===== src/design/software_timer_slot_table_core_macros.svh =====
// Assertion helpers shared by the timer slot table design.
`ifndef SOFTWARE_TIMER_SLOT_TABLE_CORE_MACROS_SVH
`define SOFTWARE_TIMER_SLOT_TABLE_CORE_MACROS_SVH

// same-cycle implication, clocked on i_clk, off during reset
`define SWT_ASSERT_IMPLY(name, ante, cons, msg) \
    name: assert property (@(posedge i_clk) disable iff (!i_rst_n) (ante) |-> (cons)) \
        else $error(msg);

// next-cycle implication
`define SWT_ASSERT_NEXT(name, ante, cons, msg) \
    name: assert property (@(posedge i_clk) disable iff (!i_rst_n) (ante) |=> (cons)) \
        else $error(msg);

`endif


===== src/design/swt_pkg.sv =====
package swt_pkg;

    localparam int SLOTS       = 8;
    localparam int ID_BITS     = 8;
    localparam int TAG_BITS    = 16;
    localparam int MAX_RESULTS = 8;
    localparam int CNT_W       = 32;

    typedef enum logic [1:0] {
        MODE_TICK  = 2'd0,
        MODE_START = 2'd1,
        MODE_STOP  = 2'd2,
        MODE_CHECK = 2'd3
    } t_mode;

    typedef enum logic [1:0] {
        KIND_START  = 2'd0,
        KIND_EXPIRY = 2'd1,
        KIND_NONE   = 2'd2
    } t_kind;

    typedef enum logic [1:0] {
        ST_IDLE,
        ST_SCAN,
        ST_FLUSH
    } t_state;

    typedef struct packed {
        logic shift;
        logic stop;
    } t_cell_ctl;

    typedef struct packed {
        t_kind       kind;
        logic        start_ok;
        logic [2:0]  slot;
        logic [7:0]  expired_id;
        logic [15:0] expired_tag;
        logic        any_active;
        logic        last;
    } t_result;

endpackage


===== src/design/software_timer_slot_table_core.sv =====
// Tick and stop: no result; the next beat is taken in the following cycle.
// Start: its status beat goes to the output register, or to the hold one while output stalls.
// Check: accept in idle, a scan state rotating the slot row once past the head cell, and one
//   flush state; a hit stalls the scan while hold and output are both full; each expiry
//   beat waits in a hold register until the next hit, the final beat leaves after the flush.
// Synchronous active-low reset clears all slots, the tick count and the handshake state.
`include "software_timer_slot_table_core_macros.svh"

module software_timer_slot_table_core #(
    parameter int SLOTS    = swt_pkg::SLOTS,
    parameter int ID_BITS  = swt_pkg::ID_BITS,
    parameter int TAG_BITS = swt_pkg::TAG_BITS
) (
    input  logic        i_clk,
    input  logic        i_rst_n,
    input  logic        i_s_tvalid,
    output logic        o_s_tready,
    input  logic [39:0] i_s_tdata,   // timer_id[7:0], duration[23:8], handler_tag[39:24]
    input  logic [1:0]  i_s_tuser,   // mode[1:0]
    output logic        o_m_tvalid,
    input  logic        i_m_tready,
    output logic [31:0] o_m_tdata,   // start_ok[0], slot[3:1], expired_id[11:4],
                                     // expired_tag[27:12], any_active[28], zero[31:29]
    output logic [1:0]  o_m_tuser,   // kind[1:0]
    output logic        o_m_tlast
);

    localparam int IDX_W  = (SLOTS > 1) ? $clog2(SLOTS) : 1;
    localparam int NRES_W = $clog2(swt_pkg::MAX_RESULTS + 1);
    localparam int CNT_W  = swt_pkg::CNT_W;

    swt_pkg::t_state    r_state;
    swt_pkg::t_state    n_state;
    logic [IDX_W-1:0]   r_step;
    logic [IDX_W-1:0]   n_step;
    logic [NRES_W-1:0]  r_nres;
    logic [NRES_W-1:0]  n_nres;
    logic [CNT_W-1:0]   r_tick;
    logic [CNT_W-1:0]   n_tick;
    logic               r_out_v;
    logic               n_out_v;
    logic               r_hold_v;
    logic               n_hold_v;
    swt_pkg::t_result   r_out;
    swt_pkg::t_result   n_out;
    swt_pkg::t_result   r_hold;
    swt_pkg::t_result   n_hold;

    swt_pkg::t_mode     w_mode;
    logic [ID_BITS-1:0] w_id;
    logic [15:0]        w_dur;
    logic [TAG_BITS-1:0] w_tag_in;
    logic [CNT_W-1:0]   w_deadline;
    logic               w_acc;
    logic               w_out_free;
    logic               w_hit;
    logic               w_step_go;
    logic               w_kill;
    swt_pkg::t_cell_ctl w_ctl;

    logic [SLOTS-1:0]   w_valid;
    logic [SLOTS-1:0]   w_match;
    logic [SLOTS-1:0]   w_expired;
    logic [SLOTS-1:0]   w_load;
    logic [ID_BITS-1:0] w_owner [SLOTS];
    logic [CNT_W-1:0]   w_dl [SLOTS];
    logic [TAG_BITS-1:0] w_tag [SLOTS];

    logic               w_match_any;
    logic               w_free_any;
    logic [IDX_W-1:0]   w_match_idx;
    logic [IDX_W-1:0]   w_free_idx;
    logic [IDX_W-1:0]   w_sel;
    logic               w_ok;
    logic               w_any_after;

    swt_pkg::t_result   w_start_res;
    swt_pkg::t_result   w_exp_res;
    swt_pkg::t_result   w_none_res;

    assign w_mode     = swt_pkg::t_mode'(i_s_tuser);
    assign w_id       = ID_BITS'(i_s_tdata[7:0]);
    assign w_dur      = i_s_tdata[23:8];
    assign w_tag_in   = TAG_BITS'(i_s_tdata[39:24]);
    assign w_deadline = r_tick + CNT_W'(w_dur);

    assign w_acc      = i_s_tvalid && o_s_tready;
    assign w_out_free = !r_out_v || i_m_tready;
    assign w_hit      = w_expired[0] && (r_nres < NRES_W'(swt_pkg::MAX_RESULTS));
    assign w_step_go  = !w_hit || !r_hold_v || w_out_free;
    assign w_kill     = w_hit;
    assign w_any_after = |(w_valid & ~SLOTS'(w_hit));

    // slot row: cell i takes from cell i+1, the head wraps to the tail
    for (genvar g = 0; g < SLOTS; g++) begin : g_cell
        localparam int NXT = (g + 1) % SLOTS;
        logic w_nxt_valid;

        if (g == SLOTS - 1) begin : g_tail
            assign w_nxt_valid = w_valid[NXT] && !w_kill;
        end else begin : g_body
            assign w_nxt_valid = w_valid[NXT];
        end

        assign w_load[g] = (r_state == swt_pkg::ST_IDLE) && w_acc &&
                           (w_mode == swt_pkg::MODE_START) && w_ok &&
                           (w_sel == IDX_W'(g));

        swt_cell #(
            .ID_BITS  (ID_BITS),
            .TAG_BITS (TAG_BITS)
        ) u_cell (
            .i_clk          (i_clk),
            .i_rst_n        (i_rst_n),
            .i_ctl          (w_ctl),
            .i_load         (w_load[g]),
            .i_id           (w_id),
            .i_deadline     (w_deadline),
            .i_tag          (w_tag_in),
            .i_now          (r_tick),
            .i_nxt_valid    (w_nxt_valid),
            .i_nxt_owner    (w_owner[NXT]),
            .i_nxt_deadline (w_dl[NXT]),
            .i_nxt_tag      (w_tag[NXT]),
            .o_valid        (w_valid[g]),
            .o_owner        (w_owner[g]),
            .o_deadline     (w_dl[g]),
            .o_tag          (w_tag[g]),
            .o_match        (w_match[g]),
            .o_expired      (w_expired[g])
        );
    end

    always_comb begin
        w_match_any = 1'b0;
        w_free_any  = 1'b0;
        w_match_idx = '0;
        w_free_idx  = '0;
        for (int i = 0; i < SLOTS; i++) begin
            if (!w_match_any && w_match[i]) begin
                w_match_any = 1'b1;
                w_match_idx = IDX_W'(i);
            end
            if (!w_free_any && !w_valid[i]) begin
                w_free_any = 1'b1;
                w_free_idx = IDX_W'(i);
            end
        end
    end

    assign w_sel = w_match_any ? w_match_idx : w_free_idx;
    assign w_ok  = w_match_any || w_free_any;

    always_comb begin
        w_start_res             = '0;
        w_start_res.kind        = swt_pkg::KIND_START;
        w_start_res.start_ok    = w_ok;
        w_start_res.slot        = w_ok ? 3'(w_sel) : 3'd0;
        w_start_res.any_active  = w_ok || (|w_valid);
        w_start_res.last        = 1'b1;

        w_exp_res               = '0;
        w_exp_res.kind          = swt_pkg::KIND_EXPIRY;
        w_exp_res.slot          = 3'(r_step);
        w_exp_res.expired_id    = 8'(w_owner[0]);
        w_exp_res.expired_tag   = 16'(w_tag[0]);
        w_exp_res.any_active    = w_any_after;

        w_none_res              = '0;
        w_none_res.kind         = swt_pkg::KIND_NONE;
        w_none_res.any_active   = |w_valid;
        w_none_res.last         = 1'b1;
    end

    // next state
    always_comb begin
        n_state = r_state;
        case (r_state)
            swt_pkg::ST_IDLE: begin
                if (w_acc && (w_mode == swt_pkg::MODE_CHECK)) begin
                    n_state = swt_pkg::ST_SCAN;
                end
            end
            swt_pkg::ST_SCAN: begin
                if (w_step_go && (r_step == IDX_W'(SLOTS - 1))) begin
                    n_state = swt_pkg::ST_FLUSH;
                end
            end
            swt_pkg::ST_FLUSH: begin
                if (w_out_free) begin
                    n_state = swt_pkg::ST_IDLE;
                end
            end
            default: n_state = swt_pkg::ST_IDLE;
        endcase
    end

    // state outputs
    always_comb begin
        o_s_tready  = 1'b0;
        w_ctl.shift = 1'b0;
        w_ctl.stop  = 1'b0;
        case (r_state)
            swt_pkg::ST_IDLE: begin
                o_s_tready = !r_hold_v;
                w_ctl.stop = i_s_tvalid && !r_hold_v && (w_mode == swt_pkg::MODE_STOP);
            end
            swt_pkg::ST_SCAN: begin
                w_ctl.shift = w_step_go;
            end
            default: begin
                o_s_tready = 1'b0;
            end
        endcase
    end

    // result staging, counters
    always_comb begin
        n_out_v  = r_out_v && !i_m_tready;
        n_out    = r_out;
        n_hold_v = r_hold_v;
        n_hold   = r_hold;
        n_step   = r_step;
        n_nres   = r_nres;
        n_tick   = r_tick;
        case (r_state)
            swt_pkg::ST_IDLE: begin
                if (r_hold_v && w_out_free) begin
                    n_out    = r_hold;
                    n_out_v  = 1'b1;
                    n_hold_v = 1'b0;
                end else if (w_acc) begin
                    case (w_mode)
                        swt_pkg::MODE_TICK: begin
                            n_tick = r_tick + CNT_W'(1);
                        end
                        swt_pkg::MODE_START: begin
                            if (w_out_free) begin
                                n_out   = w_start_res;
                                n_out_v = 1'b1;
                            end else begin
                                n_hold   = w_start_res;
                                n_hold_v = 1'b1;
                            end
                        end
                        swt_pkg::MODE_CHECK: begin
                            n_step = '0;
                            n_nres = '0;
                        end
                        default: begin
                            n_tick = r_tick;
                        end
                    endcase
                end
            end
            swt_pkg::ST_SCAN: begin
                if (w_step_go) begin
                    n_step = r_step + IDX_W'(1);
                    if (w_hit) begin
                        if (r_hold_v) begin
                            n_out   = r_hold;
                            n_out_v = 1'b1;
                        end
                        n_hold   = w_exp_res;
                        n_hold_v = 1'b1;
                        n_nres   = r_nres + NRES_W'(1);
                    end
                end
            end
            swt_pkg::ST_FLUSH: begin
                if (w_out_free) begin
                    if (r_hold_v) begin
                        n_out      = r_hold;
                        n_out.last = 1'b1;
                    end else begin
                        n_out = w_none_res;
                    end
                    n_out_v  = 1'b1;
                    n_hold_v = 1'b0;
                end
            end
            default: begin
                n_hold_v = 1'b0;
            end
        endcase
    end

    always_ff @(posedge i_clk) begin
        if (!i_rst_n) begin
            r_state  <= swt_pkg::ST_IDLE;
            r_step   <= '0;
            r_nres   <= '0;
            r_tick   <= '0;
            r_out_v  <= 1'b0;
            r_hold_v <= 1'b0;
        end else begin
            r_state  <= n_state;
            r_step   <= n_step;
            r_nres   <= n_nres;
            r_tick   <= n_tick;
            r_out_v  <= n_out_v;
            r_hold_v <= n_hold_v;
        end
    end

    always_ff @(posedge i_clk) begin
        r_out  <= n_out;
        r_hold <= n_hold;
    end

    assign o_m_tvalid = r_out_v;
    assign o_m_tuser  = r_out.kind;
    assign o_m_tlast  = r_out.last;
    assign o_m_tdata  = {3'b000, r_out.any_active, r_out.expired_tag, r_out.expired_id,
                         r_out.slot, r_out.start_ok};

    `SWT_ASSERT_IMPLY(a_idle_hold_is_last,
        (r_state == swt_pkg::ST_IDLE) && r_hold_v, r_hold.last,
        "held beat in idle is not a final beat")
    `SWT_ASSERT_IMPLY(a_no_shift_off_scan,
        r_state != swt_pkg::ST_SCAN,
        !w_ctl.shift && (w_load == '0 || r_state == swt_pkg::ST_IDLE),
        "slot row moved outside a scan")
    `SWT_ASSERT_NEXT(a_scan_to_flush,
        (r_state == swt_pkg::ST_SCAN) && w_step_go && (r_step == IDX_W'(SLOTS - 1)),
        r_state == swt_pkg::ST_FLUSH, "scan did not end after one rotation")
    `SWT_ASSERT_IMPLY(a_result_cap,
        r_state == swt_pkg::ST_SCAN, r_nres <= NRES_W'(swt_pkg::MAX_RESULTS),
        "too many expiry beats in one check")

endmodule


===== src/design/swt_cell.sv =====
module swt_cell #(
    parameter int ID_BITS  = swt_pkg::ID_BITS,
    parameter int TAG_BITS = swt_pkg::TAG_BITS
) (
    input  logic                       i_clk,
    input  logic                       i_rst_n,
    input  swt_pkg::t_cell_ctl         i_ctl,
    input  logic                       i_load,
    input  logic [ID_BITS-1:0]         i_id,
    input  logic [swt_pkg::CNT_W-1:0]  i_deadline,
    input  logic [TAG_BITS-1:0]        i_tag,
    input  logic [swt_pkg::CNT_W-1:0]  i_now,
    input  logic                       i_nxt_valid,
    input  logic [ID_BITS-1:0]         i_nxt_owner,
    input  logic [swt_pkg::CNT_W-1:0]  i_nxt_deadline,
    input  logic [TAG_BITS-1:0]        i_nxt_tag,
    output logic                       o_valid,
    output logic [ID_BITS-1:0]         o_owner,
    output logic [swt_pkg::CNT_W-1:0]  o_deadline,
    output logic [TAG_BITS-1:0]        o_tag,
    output logic                       o_match,
    output logic                       o_expired
);

    logic                      r_valid;
    logic                      n_valid;
    logic [ID_BITS-1:0]        r_owner;
    logic [ID_BITS-1:0]        n_owner;
    logic [swt_pkg::CNT_W-1:0] r_deadline;
    logic [swt_pkg::CNT_W-1:0] n_deadline;
    logic [TAG_BITS-1:0]       r_tag;
    logic [TAG_BITS-1:0]       n_tag;

    assign o_valid    = r_valid;
    assign o_owner    = r_owner;
    assign o_deadline = r_deadline;
    assign o_tag      = r_tag;
    assign o_match    = r_valid && (r_owner == i_id);
    assign o_expired  = r_valid && (r_deadline < i_now);

    always_comb begin
        n_valid    = r_valid;
        n_owner    = r_owner;
        n_deadline = r_deadline;
        n_tag      = r_tag;
        if (i_load) begin
            n_valid    = 1'b1;
            n_owner    = i_id;
            n_deadline = i_deadline;
            n_tag      = i_tag;
        end else if (i_ctl.shift) begin
            n_valid    = i_nxt_valid;
            n_owner    = i_nxt_owner;
            n_deadline = i_nxt_deadline;
            n_tag      = i_nxt_tag;
        end else if (i_ctl.stop && o_match) begin
            n_valid = 1'b0;
        end
    end

    always_ff @(posedge i_clk) begin
        if (!i_rst_n) begin
            r_valid <= 1'b0;
        end else begin
            r_valid <= n_valid;
        end
    end

    always_ff @(posedge i_clk) begin
        r_owner    <= n_owner;
        r_deadline <= n_deadline;
        r_tag      <= n_tag;
    end

endmodule

===== config.mk =====
export PLATFORM = sky130hd
export DESIGN_NAME = software_timer_slot_table_core
export DESIGN_NICKNAME = d
export VERILOG_FILES = /design/src/design/swt_pkg.sv /design/src/design/software_timer_slot_table_core.sv /design/src/design/swt_cell.sv
export VERILOG_INCLUDE_DIRS = /design/src /design/src/design
export SDC_FILE = /design/constraint.sdc
export NUM_CORES = 1
export LEC_CHECK = 0
export ABC_AREA = 1
export BUFFER_PORTS_ARGS = -buffer_cell sky130_fd_sc_hd__buf_2
export CORE_MARGIN = 2
export CORE_UTILIZATION = 55
export DETAILED_ROUTE_END_ITERATION = 8
export HOLD_SLACK_MARGIN = 0.06
export PLACE_DENSITY_LB_ADDON = 0.25
export SYNTH_ARGS = -nofsm -noshare
export SYNTH_HDL_FRONTEND = slang
export SYNTH_SLANG_ARGS = --single-unit

===== constraint.sdc =====
create_clock -name i_clk -period 5.4 [get_ports i_clk]
set_input_delay 0.54 -clock i_clk [delete_from_list [all_inputs] [get_ports i_clk]]
set_output_delay 0.54 -clock i_clk [all_outputs]
set_load 0.1 [all_outputs]

======== Yosys cells after proc, flatten, opt, wreduce, memory -nomap -nowiden ========
Cells that the tools add are included.
W data, S select, Z words.
cells by class
  $add $sub $neg .......................... 4
  multiply operators ...................... 0
  div/mod/pow operators ................... 0
  magnitude comparators ................... 2
  eq/ne operators ......................... 36
  shifts and indexed selects .............. 0
  mux-type cells .......................... 155
  bitwise operators ....................... 3
  reduce and logical (&&, ||, !) cells .... 110
operators by type and width
  cell                     number
  $mux W32                 31
  $mux W16                 16
  $mux W8                  16
  $pmux W32 S3             1
  $eq A8 B8 Y1             8
  $pmux W32 S2             1
  $mux W1                  59
  $mux W3                  18
  $logic_and A1 B1 Y1      51
  $add A32 B1 Y32 const B  1
  $add A32 B16 Y32         1
  $lt A32 B32 Y1           1
  $reduce_bool A3 Y1       9
  $logic_not A1 Y1         24
  $mux W4                  5
  $reduce_bool A2 Y1       9
  $ne A2 B2 Y1 const B     8
  $reduce_or A8 Y1         2
  $eq A3 B3 Y1 const B     5
  $reduce_and A6 Y1        2
  $ne A3 B2 Y1 const B     3
  $and A8 B8 Y8            1
  $not A1 Y8               1
  $pmux W4 S2              1
  22 further kinds         36
word-level totals
  bits in registers ....................... 563
  bits in latches ......................... 0
  RAM bits ................................ 0
  memory bits (read-only) ................. 0
  input bits .............................. 46
  word-level logic and storage cells ...... 362
  memories ................................ 0

======== Depth between registers and ports, before layout ========
Gate-level depths: netlist of the first run.
  depth after elaboration ................. 31
  mapped depth ............................ 20
  depth with buffers taken out ............ 19

======== Modules after synthesis ========
Synthesis of the first run repeated with hierarchy kept, for this count alone.
second synthesis, totals
  cells, all modules ...................... 4224
  area total of the unflattened synthesis .. 34212.8 um^2
modules (own cells, without submodules)
  module                          instances  cells each  area each (um^2)  sequential area each (um^2)
  swt_cell                        8          405         3414.5            1701.6
  software_timer_slot_table_core  1          984         6896.6            2752.6

======== Worst setup path before layout of the first run ========
No wires, ideal clock.
  path kind ............................... reg2reg
  from .................................... register r_tick[27]
  to ...................................... register r_out, in the netlist o_m_tdata[0] (enable)
  setup time .............................. 0.501 ns
  arrival time ............................ 4.914 ns
  required time ........................... 4.899 ns
  setup slack ............................. -0.016 ns
  cell stages (with the launch flop) ...... 13
  path buffers ............................ 1
  period minus slack after synthesis ...... 5.416 ns
  cells stage by stage .................... dfxtp_1 > inv_1 > ha_1 > nand2_1 > nor3_1 > and3_1 > nand2_1 > nand4_1 > nor2_1 > nand3_1 > clkbuf_1 > nand2_1 > nor4_1
between the ends
  cells in the longest elaborated chain, start to end .. 8
  elaborated cells on any way between the ends .. 9
  those cells by class .................... order compare: 1; eq/ne: 2; reduce/logical: 6
ends and longest elaborated chain
  element                               RTL line                               source
  start, declared                       software_timer_slot_table_core.sv:38   logic [CNT_W-1:0] r_tick;
  start signal, assigned                software_timer_slot_table_core.sv:300  r_tick <= n_tick;
  $lt A32 B32 Y1 *                      swt_cell.sv:39                         assign o_expired = r_valid && (r_deadline < i_now);
  $logic_and A1 B1 Y1 *                 swt_cell.sv:39
  $logic_and A1 B1 Y1 *                 software_timer_slot_table_core.sv:89   assign w_hit = w_expired[0] && (r_nres < NRES_W'(swt_pkg::MAX_RESULTS));
  $logic_not A1 Y1                      software_timer_slot_table_core.sv:90   assign w_step_go = !w_hit || !r_hold_v || w_out_free;
  $logic_or A1 B1 Y1 (2 in a row)       software_timer_slot_table_core.sv:90
  $ne A2 B2 Y1 (no source line)         n/a
  $reduce_and A8 Y1 (no source line) *  n/a
  end signal, assigned                  software_timer_slot_table_core.sv:307  r_out <= n_out;
  end, declared                         software_timer_slot_table_core.sv:44   swt_pkg::t_result r_out;
Mark *: on every way between the ends. The rest lies on a longest branch, timed or not.
A chain may end at the register's enable or synchronous reset.

======== Worst setup path in the final report of the first run ========
  from .................................... register r_tick[17]
  to ...................................... register g_cell[2].u_cell.r_deadline, in the netlist g_cell[2].u_cell.o_deadline[31] (enable)
between the ends
  cells in the longest elaborated chain, start to end .. 8
ends and longest elaborated chain
  element                              RTL line                               source
  $lt A32 B32 Y1                       swt_cell.sv:39
  $logic_and A1 B1 Y1                  swt_cell.sv:39
  $logic_and A1 B1 Y1                  software_timer_slot_table_core.sv:89
  $logic_not A1 Y1                     software_timer_slot_table_core.sv:90
  $logic_or A1 B1 Y1 (2 in a row)      software_timer_slot_table_core.sv:90
  $mux W1                              software_timer_slot_table_core.sv:203  case (r_state)
  $reduce_bool A2 Y1 (no source line)  n/a
  end signal, assigned                 swt_cell.sv:71                         r_deadline <= n_deadline;
  end, declared                        swt_cell.sv:29                         logic [swt_pkg::CNT_W-1:0] r_deadline;
No other way between the ends.

==> results by group, run 1 <==
Routing
  • Overall routed net length: 65400 um
  • Via Count: 19600
  • Via-per-instance ratio: 5.72
  • DR DRC count: 0
  • Iteration-0 DRC Markers: 1960
  • Detailed Routing Iterations Pass 1: 6
  • Antenna-violating nets left: 0
  • Average detailed-routed wire length per instance: 19.1 um

Hold path
  • Hold Crit Class: in2reg
  • Number of cells traversed by the worst hold path: 3

Logic synthesis
  • Fraction of synthesized cell area taken by the top area cell type: 0.574
  • Distinct cells, synth: 52
  • Register bit count reported by yosys: 562
  • Yosys synthesis warning count: 0
  • Post-synthesis instance area: 26700 sq um
  • Synthesized instance count: 2717
  • Most instantiated library cell after synthesis: sky130_fd_sc_hd__nand2_1
  • Top cell type by total area after synthesis: sky130_fd_sc_hd__edfxtp_1
  • Most frequent cells after synthesis: 764 x sky130_fd_sc_hd__nand2_1, 511 x sky130_fd_sc_hd__edfxtp_1, 349 x sky130_fd_sc_hd__o21ai_0
  • Most used flip-flop cell after synthesis: sky130_fd_sc_hd__edfxtp_1
  • Number of enable-type register cells in the synthesized netlist: 511
  • Sequential cell area fraction in the yosys report: 0.612
  • Mean cell area of the mapped netlist: 9.84 sq um
  • Largest cells by area after synthesis: sky130_fd_sc_hd__edfxtp_1 57%, sky130_fd_sc_hd__nand2_1 11%, sky130_fd_sc_hd__o21ai_0 6.5%
  • Share of async-settable or async-resettable flops after synthesis: 0

Timing
  • Final setup skew: 30.7 ps
  • Smallest setup slack after layout: 1240 ps
  • Final cycle utilization of the critical path: 0.771
  • Relative slew margins: 0.271
  • Shortest clock period the worst path allows after layout: 4160 ps
  • Total count of hold-check failures in the final report: 0
  • Worst hold margin: 355 ps
  • Setup Viol. Count Final: 0
  • Max-slew violation count: 0
  • Slew at the pin closest to its max-slew limit: 1090 ps
  • RSZ-0062 raised after global routing: no
  • Final-layout setup total negative slack: 0 ps
  • Achievable Freq: 240 MHz

CTS
  • CTS tree: done
  • Insertion delay of the later-clocked pin in the worst-skew pair: 630 ps
  • Number of hold buffers added after CTS: 0
  • Count of cells resized by post-cts repair: 0
  • CTS clk-pin slew, worst paths: 60 ps
  • Clock Tree Buf Depth: 3
  • Number of CTS-inserted buffers: 57
  • Post-CTS setup buffer count: 0
  • Number of clock sinks: 562
  • Root buf cell: sky130_fd_sc_hd__clkbuf_16
  • Count of H-tree levels built during CTS: 2

Global routing
  • Largest net degree at the start of global routing: 100
  • Global-route wire length before repair: 103000 um
  • Antenna violations before repair: 0
  • Total congestion overflow: 0
  • Overall routing resource usage: 0.261
  • Vias in the first global route: 18600

Setup path
  • Kind of critical path: reg2reg
  • Number of cells on the worst reg-to-reg path: 13
  • Maximum fanout along the worst path: 41
  • CP startpoint kind: flip-flop
  • Critical path endpoint category: flip-flop
  • CP required: 5740 ps
  • Worst path arrival time: 4500 ps

Power
  • Share of total power consumed by net switching: 0.342
  • VDD IR max: 0.282 mV
  • Clock group share of total power: 0.278
  • Total power density per cell area: 478 nW/um^2
  • Part of the total power dissipated in combinational logic: 0.249
  • Leakage power: 11.9 nW
  • Design Power: 14.0 mW
  • Switching power: 4.79 mW
  • Share of power burned in registers: 0.473
  • Internal portion of total power: 9.24 mW

Floorplanning
  • Initial standard-cell utilization of the core: 0.559
  • Floorplan Core Area: 47800 sq um
  • Die X-Extent: 225 um
  • Top Ports: 83
  • Die boundary height: 225 um
  • Std cell rows: 80
  • Area of the die: 50400 sq um

Cells and area
  • Final core occ: 0.614
  • Net count, final: 2858
  • Count of placed standard cells in the final layout, fillers left out: 3417
  • Share of post-route cells with drive strength above 1: 0.0935
  • Synth-to-Final Area Change: 9.79%
  • Number of antenna cells inserted: 0
  • Final design area excluding fillers: 29400 sq um

Place
  • Total placed cells including tap cells: 3311
  • Port Buf Inserts: 79
  • Post-DP Area: 27500 sq um
  • Routability cong.: 0.926
  • Hpwl dp: 41200 um
  • Worst slack at placement: 1130 ps

Run status
  • Status: finished, final reports clean

Job
  • Max-cap violation count: 0
[flip-flops by register name, indices dropped and copies added (netlist names)]
| register | cells |
|---|---|
| g_cell.u_cell.o_deadline | 256 |
| g_cell.u_cell.o_owner | 64 |
| g_cell.u_cell.o_tag | 128 |
| g_cell.u_cell.o_valid | 8 |
| o_m_tdata | 29 |
| o_m_tlast | 1 |
| o_m_tuser | 2 |
| o_m_tvalid | 1 |
| r_hold | 31 |
| r_hold_v | 1 |
| r_nres | 4 |
| r_state | 2 |
| r_step | 3 |
| r_tick | 32 |
[cells by family after synthesis]
kind of cell / Yosys count / synth area share
other cells: 1 / 0.000140
compound gates: 603 / 0.119
buf+inv: 368 / 0.0597
fa+ha+maj: 57 / 0.0269
flops: 562 / 0.612
simple gates: 1077 / 0.167
xor+xnor: 49 / 0.0160
[critical path, cell delays in order, from the launching register on]
cell	delay, ps
sky130_fd_sc_hd__dfxtp_1	400
sky130_fd_sc_hd__inv_1	90
sky130_fd_sc_hd__ha_1	290
sky130_fd_sc_hd__a21oi_1	130
sky130_fd_sc_hd__o21ai_0	160
sky130_fd_sc_hd__nand2_1	90
sky130_fd_sc_hd__nand2_1	60
sky130_fd_sc_hd__a21oi_1	370
sky130_fd_sc_hd__nand4_1	280
sky130_fd_sc_hd__nor2_1	250
sky130_fd_sc_hd__nand2_1	100
sky130_fd_sc_hd__nand2_1	650
sky130_fd_sc_hd__nand2_2	560
sky130_fd_sc_hd__buf_12	390
[routing by layer]
layer  wire [um]  GRT usage  part of all wire
met5           0          0                 0
met4        1100     0.0652             0.017
met3        4540     0.0314             0.069
met2       30700      0.433              0.47
met1       29100      0.368              0.45
[placed cells by master (no fill, tap or decap), drive strengths merged, types with 56 or more instances in the layout]
cell type  netlist  layout
nand2          770     770
edfxtp         511     511
o21ai          496     496
inv            239     239
nor2           156     156
buf             76     104
a21oi           79      79
clkbuf          51      79
nand3           58      58
ha              56      56
[power by group through the flow]
| stage | logic [mW] | registers [mW] | clock network, mW |
|---|---|---|---|
| final | 3.50 | 6.64 | 3.89 |
| after global routing | 3.84 | 6.73 | 4.09 |
| after CTS | 3.50 | 6.63 | 3.94 |
| after detailed placement | 3.48 | 6.71 | 0 |
| after global placement | 3.41 | 6.70 | 0 |
| after floorplan | 1.82 | 7.34 | 0 |
[layout make-up]
| class | count | area (sq um) |
|---|---|---|
| repair buffers | 104 | 596 |
| clock inverters | 27 | 246 |
| fillers | 3957 | 18500 |
| flip-flops and latches | 562 | 16400 |
| clock buffers | 79 | 1570 |
| multi-input cells | 1789 | 8900 |
| well taps | 615 | 769 |
| inverters | 241 | 910 |
[path summary, 6_finish.rpt]
path | from | to | slack, ps
worst max-delay path | r_tick[17]$_SDFFE_PN0P_ | g_cell[2].u_cell.o_deadline[31]$_DFFE_PP_ | 1240
worst min-delay path | i_s_tdata[39] | g_cell[7].u_cell.o_tag[15]$_DFFE_PP_ | 360
worst max register to register | r_tick[17]$_SDFFE_PN0P_ | g_cell[2].u_cell.o_deadline[31]$_DFFE_PP_ | 1240
worst min register to register | r_nres[3]$_SDFFE_PN0P_ | r_nres[3]$_SDFFE_PN0P_ | 500
Power figures use the tool's default switching activity.
==> run 2: changes to the inputs <==
==> constraint.sdc (replaced) <==
create_clock -name i_clk -period 3.6 [get_ports i_clk]
set_input_delay 0.36 -clock i_clk [delete_from_list [all_inputs] [get_ports i_clk]]
set_output_delay 0.36 -clock i_clk [all_outputs]
set_load 0.1 [all_outputs]
==> run 2 against run 1 <==
- worst hold slack got worse by 200 ps
- sequential power rose by 49%
- largest power group unchanged
- largest cell class unchanged
- total power rose by 54%
- register-to-register slack got worse by 970 ps
- final cell count rose by 0.82%
- fmax rose by 25%
==> results by group, run 2 (synthesis gave the netlist of run 1 again) <==
Setup path
  • Critical path endpoint category: flip-flop
  • Cells traversed along the worst timing path: inv_1 > ha_1 > nand2_1 > nor3_1 > and3_1 > nand2_1 > nand4_1 > nor2_1 > nand2_1 > nand2_1 > buf_4 > nand2_2 > buf_4
  • CP required: 3850 ps
  • CP max stage delay: 470 ps
  • Worst path arrival time: 3580 ps
  • Cell repeated most along the worst path: sky130_fd_sc_hd__nand2_1
  • Kind of critical path: reg2reg
  • Maximum fanout along the worst path: 27
  • Cell at the slowest stage of the critical path: sky130_fd_sc_hd__dfxtp_1
  • CP startpoint kind: flip-flop

Floorplanning
  • Area of the die: 50400 sq um
  • Die boundary height: 225 um
  • Std cell rows: 80
  • Top Ports: 83
  • Initial standard-cell utilization of the core: 0.559
  • Floorplan Core Area: 47800 sq um
  • Die X-Extent: 225 um

Routing
  • DR DRC count: 0
  • Detailed Routing Iterations Pass 1: 6
  • Length of routed met2 wiring: 29900 um
  • Antenna-violating nets left: 0
  • Routed length on met3: 5130 um
  • Average detailed-routed wire length per instance: 18.6 um
  • Total routed wire length on the met1 layer: 27600 um
  • Iteration-0 DRC Markers: 1941
  • Via Count: 19600
  • Via-per-instance ratio: 5.68
  • Overall routed net length: 64000 um
  • Top layer in use: met4

Global routing
  • Global-route wire length before repair: 102000 um
  • Overall routing resource usage: 0.257
  • Largest net degree at the start of global routing: 113
  • Antenna violations before repair: 1
  • Vias in the first global route: 19000
  • Total congestion overflow: 0

Cells and area
  • Net count, final: 2884
  • Final design area excluding fillers: 29900 sq um
  • Number of antenna cells inserted: 0
  • Most common cell after layout, fill and taps aside: sky130_fd_sc_hd__nand2_1
  • Largest register FFs: 256
  • Highest-count cells in the layout ignoring fill and taps: 755 x sky130_fd_sc_hd__nand2_1, 511 x sky130_fd_sc_hd__edfxtp_1, 348 x sky130_fd_sc_hd__o21ai_0, 226 x sky130_fd_sc_hd__inv_1, 144 x sky130_fd_sc_hd__nor2_1
  • Synth-to-Final Area Change: 12.0%
  • Share of post-route cells with drive strength above 1: 0.106

Timing
  • Final setup skew: 39.6 ps
  • Slew at the pin closest to its max-slew limit: 979 ps
  • Worst hold margin: 152 ps
  • RSZ-0062 raised after global routing: no
  • Final cycle utilization of the critical path: 0.925
  • Setup Viol. Count Final: 0
  • Max-slew violation count: 0
  • Final-layout setup total negative slack: 0 ps
  • Shortest clock period the worst path allows after layout: 3330 ps
  • Achievable Freq: 300 MHz
  • Relative slew margins: 0.347
  • Total count of hold-check failures in the final report: 0

CTS
  • Number of CTS-inserted buffers: 58
  • Post-CTS setup buffer count: 0
  • Count of cells resized by post-cts repair: 0
  • Clock Tree Buf Depth: 3
  • Insertion delay of the later-clocked pin in the worst-skew pair: 650 ps
  • Number of clock sinks: 562
  • Number of hold buffers added after CTS: 0
  • CTS tree: done
  • Count of H-tree levels built during CTS: 2
  • Root buf cell: sky130_fd_sc_hd__clkbuf_16
  • CTS clk-pin slew, worst paths: 60 ps

Power
  • Leakage power: 12.2 nW
  • VDD IR max: 0.412 mV
  • Total power density per cell area: 721 nW/um^2

Place
  • Routability cong.: 0.902
  • Port Buf Inserts: 79
  • Post-DP Area: 27900 sq um
  • Hpwl dp: 40100 um

Run status
  • Status: finished, final reports clean

Hold path
  • Hold Crit Class: in2reg

Job
  • Max-cap violation count: 0
-- run 2: through the flow --
| stage | cells | setup WS [ps] | total power [mW] | util |
|---|---|---|---|---|
| 2_1_floorplan | 2719 | 149 | 13.7 | - |
| 3_3_place_gp | 3336 | 310 | 15.2 | 0.584 |
| 3_5_place_dp | 3336 | 275 | 15.4 | 0.584 |
| 4_1_cts | 3445 | 295 | 21.7 | 0.626 |
| 5_1_grt | 3445 | 28.4 | 22.6 | 0.626 |
| 6_report | 3445 | 270 | 21.6 | 0.626 |
-- run 2: path summary, 6_finish.rpt --
check	startpoint	endpoint	slack, ps	depth (start not counted)
worst min-delay path	i_s_tdata[35]	g_cell[7].u_cell.o_tag[11]$_DFFE_PP_	150	3
worst max-delay path	r_tick[27]$_SDFFE_PN0P_	g_cell[7].u_cell.o_owner[3]$_DFFE_PP_	270	13
worst max register to register	r_tick[27]$_SDFFE_PN0P_	g_cell[7].u_cell.o_owner[3]$_DFFE_PP_	270	13
worst min register to register	r_step[0]$_SDFFE_PN0P_	r_step[0]$_SDFFE_PN0P_	490	2
-- run 2: metal layers --
metal	track usage	vias up
li1	-	9399
met1	0.360	9282
met2	0.419	798
met3	0.0378	98
met4	0.0741	0
met5	0	-
-- run 2: layout make-up --
cell class	count	area, sq um
multi-input combinational	1789	8890
timing repair buffer	129	1010
clock inverter	37	483
inverter	241	910
tap	615	769
fill	3859	17900
sequential	562	16400
clock buffer	72	1510
-- run 2: critical path, delay by kind of cell (launching register included) --
kind,cells,cell delay [ps]
adders and majority gates,1,310
and+or+nand+nor,9,1340
buffers and inverters,3,810
DFF,1,470
-- run 2: report_power, final --
group	leakage, nW	internal [mW]	switching [mW]	total (mW)
logic	6.13	1.37	4.06	5.43
registers	5.11	9.29	0.575	9.87
clock network	0.964	3.71	2.59	6.30
total	12.2	14.4	7.23	21.6
==> run 3: changes to the inputs <==
--- a/config.mk
+++ b/config.mk
@@ -6,7 +6,6 @@
 export SDC_FILE = /design/constraint.sdc
 export NUM_CORES = 1
 export LEC_CHECK = 0
-export ABC_AREA = 1
 export BUFFER_PORTS_ARGS = -buffer_cell sky130_fd_sc_hd__buf_2
 export CORE_MARGIN = 2
 export CORE_UTILIZATION = 55
==> run 3 against run 2 <==
- final cell count is 22% lower
- worst setup slack worse by 48 ps
- critical endpoint is now r_step[2]$_SDFFE_PN0P_
- die area grew 1.2%
- highest routed layer is now met5
- register-to-register slack worse by 50 ps
- clock power decreased by 9.2%
- count of clock-buffer cells in the layout increased by 12
==> results by group, run 3 <==
Run status
  • Status: finished, final reports clean

CTS
  • Root buf cell: sky130_fd_sc_hd__clkbuf_16
  • Clock Tree Buf Depth: 3
  • Count of H-tree levels built during CTS: 2
  • Insertion delay of the later-clocked pin in the worst-skew pair: 630 ps
  • CTS clk-pin slew, worst paths: 60 ps
  • Number of CTS-inserted buffers: 59
  • Number of hold buffers added after CTS: 0
  • Number of clock sinks: 562
  • CTS tree: done

Global routing
  • Vias in the first global route: 15800
  • Total congestion overflow: 0
  • Antenna violations before repair: 3
  • Overall routing resource usage: 0.236
  • Largest net degree at the start of global routing: 50
  • Global-route wire length before repair: 91900 um

Logic synthesis
  • Mean cell area of the mapped netlist: 15.0 sq um
  • Most used flip-flop cell after synthesis: sky130_fd_sc_hd__edfxtp_1
  • Register bit count reported by yosys: 562
  • Synthesized instance count: 1803
  • Yosys synthesis warning count: 0
  • Most frequent cells after synthesis: 511 x sky130_fd_sc_hd__edfxtp_1, 339 x sky130_fd_sc_hd__mux2_2, 100 x sky130_fd_sc_hd__xnor2_1
  • Number of enable-type register cells in the synthesized netlist: 511
  • Post-synthesis instance area: 27100 sq um
  • Fraction of synthesized cell area taken by the top area cell type: 0.567
  • Largest cells by area after synthesis: sky130_fd_sc_hd__edfxtp_1 57%, sky130_fd_sc_hd__mux2_2 14%, sky130_fd_sc_hd__dfxtp_1 3.8%
  • Most instantiated library cell after synthesis: sky130_fd_sc_hd__edfxtp_1
  • Distinct cells, synth: 79
  • Share of async-settable or async-resettable flops after synthesis: 0
  • Sequential cell area fraction in the yosys report: 0.605
  • Top cell type by total area after synthesis: sky130_fd_sc_hd__edfxtp_1

Floorplanning
  • Area of the die: 51000 sq um
  • Std cell rows: 81
  • Die X-Extent: 226 um
  • Die boundary height: 226 um
  • Floorplan Core Area: 48700 sq um
  • Top Ports: 83
  • Initial standard-cell utilization of the core: 0.555

Setup path
  • Critical path endpoint category: flip-flop
  • Setup slack, reg-to-reg: 220 ps
  • Reg2reg start: r_tick[23]$_SDFFE_PN0P_
  • CP startpoint kind: flip-flop
  • Kind of critical path: reg2reg
  • CP required: 4150 ps
  • Maximum fanout along the worst path: 5
  • Number of cells on the worst reg-to-reg path: 13
  • Worst path arrival time: 3930 ps
  • Capturing point of the worst reg2reg path: r_step[2]$_SDFFE_PN0P_

Routing
  • Via Count: 15400
  • Antenna-violating nets left: 0
  • Overall routed net length: 59200 um
  • Via-per-instance ratio: 5.76
  • DR DRC count: 0
  • Average detailed-routed wire length per instance: 22.1 um
  • Iteration-0 DRC Markers: 1327
  • Detailed Routing Iterations Pass 1: 5

Hold path
  • Hold Crit Class: in2reg
  • Endpoint of the worst hold path: g_cell[4].u_cell.o_tag[3]$_DFFE_PP_
  • Number of cells traversed by the worst hold path: 2
  • Hold path startpoint: i_s_tdata[27]

Power
  • Design Power: 22.3 mW
  • Total power density per cell area: 721 nW/um^2
  • VDD IR max: 0.473 mV
  • Leakage power: 11.1 nW

Cells and area
  • Filler Cell Count: 3519
  • Count of placed standard cells in the final layout, fillers left out: 2676
  • Number of antenna cells inserted: 0
  • Largest register FFs: 256
  • Synth-to-Final Area Change: 14.2%
  • Most common cell after layout, fill and taps aside: sky130_fd_sc_hd__edfxtp_1
  • Net count, final: 2067
  • Highest-count cells in the layout ignoring fill and taps: 511 x sky130_fd_sc_hd__edfxtp_1, 339 x sky130_fd_sc_hd__mux2_2, 99 x sky130_fd_sc_hd__xnor2_1, 79 x sky130_fd_sc_hd__buf_2, 71 x sky130_fd_sc_hd__buf_4
  • Share of post-route cells with drive strength above 1: 0.345

Timing
  • Relative slew margins: 0.442
  • RSZ-0062 raised after global routing: no
  • Achievable Freq: 296 MHz
  • Setup Viol. Count Final: 0
  • Final cycle utilization of the critical path: 0.938
  • Slew at the pin closest to its max-slew limit: 834 ps
  • Max-slew violation count: 0
  • Total count of hold-check failures in the final report: 0
  • Final setup skew: 19.6 ps
  • Shortest clock period the worst path allows after layout: 3380 ps

Place
  • Port Buf Inserts: 79
  • Total placed cells including tap cells: 2566
  • Hpwl dp: 37500 um
  • Routability cong.: 0.851

Job
  • Max-cap violation count: 0
[run 3: how the worst max path moves through the flow]
stage / to / slack (ps) / depth (start not counted) / start
6_report: r_step[2]$_SDFFE_PN0P_ / 220 / 13 / r_tick[23]$_SDFFE_PN0P_
3_5_place_dp: g_cell[4].u_cell.o_deadline[30]$_DFFE_PP_ / 80 / 13 / i_s_tdata[8]
3_3_place_gp: g_cell[2].u_cell.o_deadline[30]$_DFFE_PP_ / 70 / 13 / i_s_tdata[8]
2_1_floorplan: g_cell[1].u_cell.o_deadline[0]$_DFFE_PP_ / -590 / 10 / r_tick[9]$_SDFFE_PN0P_
5_1_grt: r_step[0]$_SDFFE_PN0P_ / 4 / 11 / r_tick[1]$_SDFFE_PN0P_
4_1_cts: r_hold[1]$_DFFE_PP_ / 80 / 10 / r_tick[1]$_SDFFE_PN0P_
[run 3: stage by stage]
| step | hold slack (ps) | setup TNS [ps] | util | worst slack [ps] | area (sq um) |
|---|---|---|---|---|---|
| floorplan | 453 | -241730 | - | -589 | 27100 |
| global placement | 466 | 0 | 0.596 | 68.0 | 29100 |
| detailed placement | 482 | 0 | 0.596 | 81.2 | 29100 |
| CTS | 104 | 0 | 0.633 | 81.9 | 30900 |
| global route | 131 | 0 | 0.634 | 3.71 | 30900 |
| finish | 129 | 0 | 0.634 | 223 | 30900 |
[run 3: timing repair]
item                                   CTS  global route
setup endpoints to repair                0           102
endpoints found under the hold margin    0             0
buffers inserted                         0             0
resized for setup                        0             4
[run 3: metal layers]
metal / wire length [um] / global-route usage / vias up
met5: 40 / 0 / -
li1: - / - / 7123
met3: 3130 / 0.0347 / 87
met2: 28000 / 0.389 / 404
met4: 1110 / 0.0562 / 6
met1: 26900 / 0.330 / 7782
[run 3: cell type report]
class | instances | area [sq um] | area share
Clock buffer | 84 | 1630 | 0.0528
Clock inverter | 25 | 170 | 0.00551
Inverter | 53 | 199 | 0.00644
Multi-Input combinational cell | 1100 | 10000 | 0.324
Sequential cell | 562 | 16400 | 0.530
Tap cell | 664 | 831 | 0.0269
Timing Repair Buffer | 188 | 1690 | 0.0547
[run 3: critical path: stages (launching register included)]
cell,delay (ps)
sky130_fd_sc_hd__dfxtp_1,330
sky130_fd_sc_hd__inv_1,90
sky130_fd_sc_hd__ha_1,310
sky130_fd_sc_hd__nand4_1,120
sky130_fd_sc_hd__nor3_1,70
sky130_fd_sc_hd__buf_4,140
sky130_fd_sc_hd__a221oi_1,300
sky130_fd_sc_hd__o21a_1,260
sky130_fd_sc_hd__a211oi_1,200
sky130_fd_sc_hd__buf_4,200
sky130_fd_sc_hd__or2_2,330
sky130_fd_sc_hd__buf_4,170
sky130_fd_sc_hd__o31ai_1,540
sky130_fd_sc_hd__mux2i_1,250
[run 3: power by group]
| part | switching [mW] | internal (mW) | total (mW) |
|---|---|---|---|
| Sequential | 0.617 | 9.79 | 10.4 |
| Combinational | 3.99 | 2.14 | 6.13 |
| Clock | 2.51 | 3.22 | 5.72 |
| Total | 7.12 | 15.1 | 22.3 |
[run 3: cell families (layout without fill, tap and decap cells)]
group                      Yosys count  in the layout  share of synthesized area
other                                1              3                   0.000139
muxes                              461            461                      0.198
and+or+nand+nor                    321            321                     0.0662
xor gates and xnor gates           119            119                     0.0385
DFF                                562            562                      0.605
buffers and inverters              144            350                     0.0302
AOI/OAI and AO/OA                  138            139                     0.0358
adders and majority gates           57             57                     0.0266
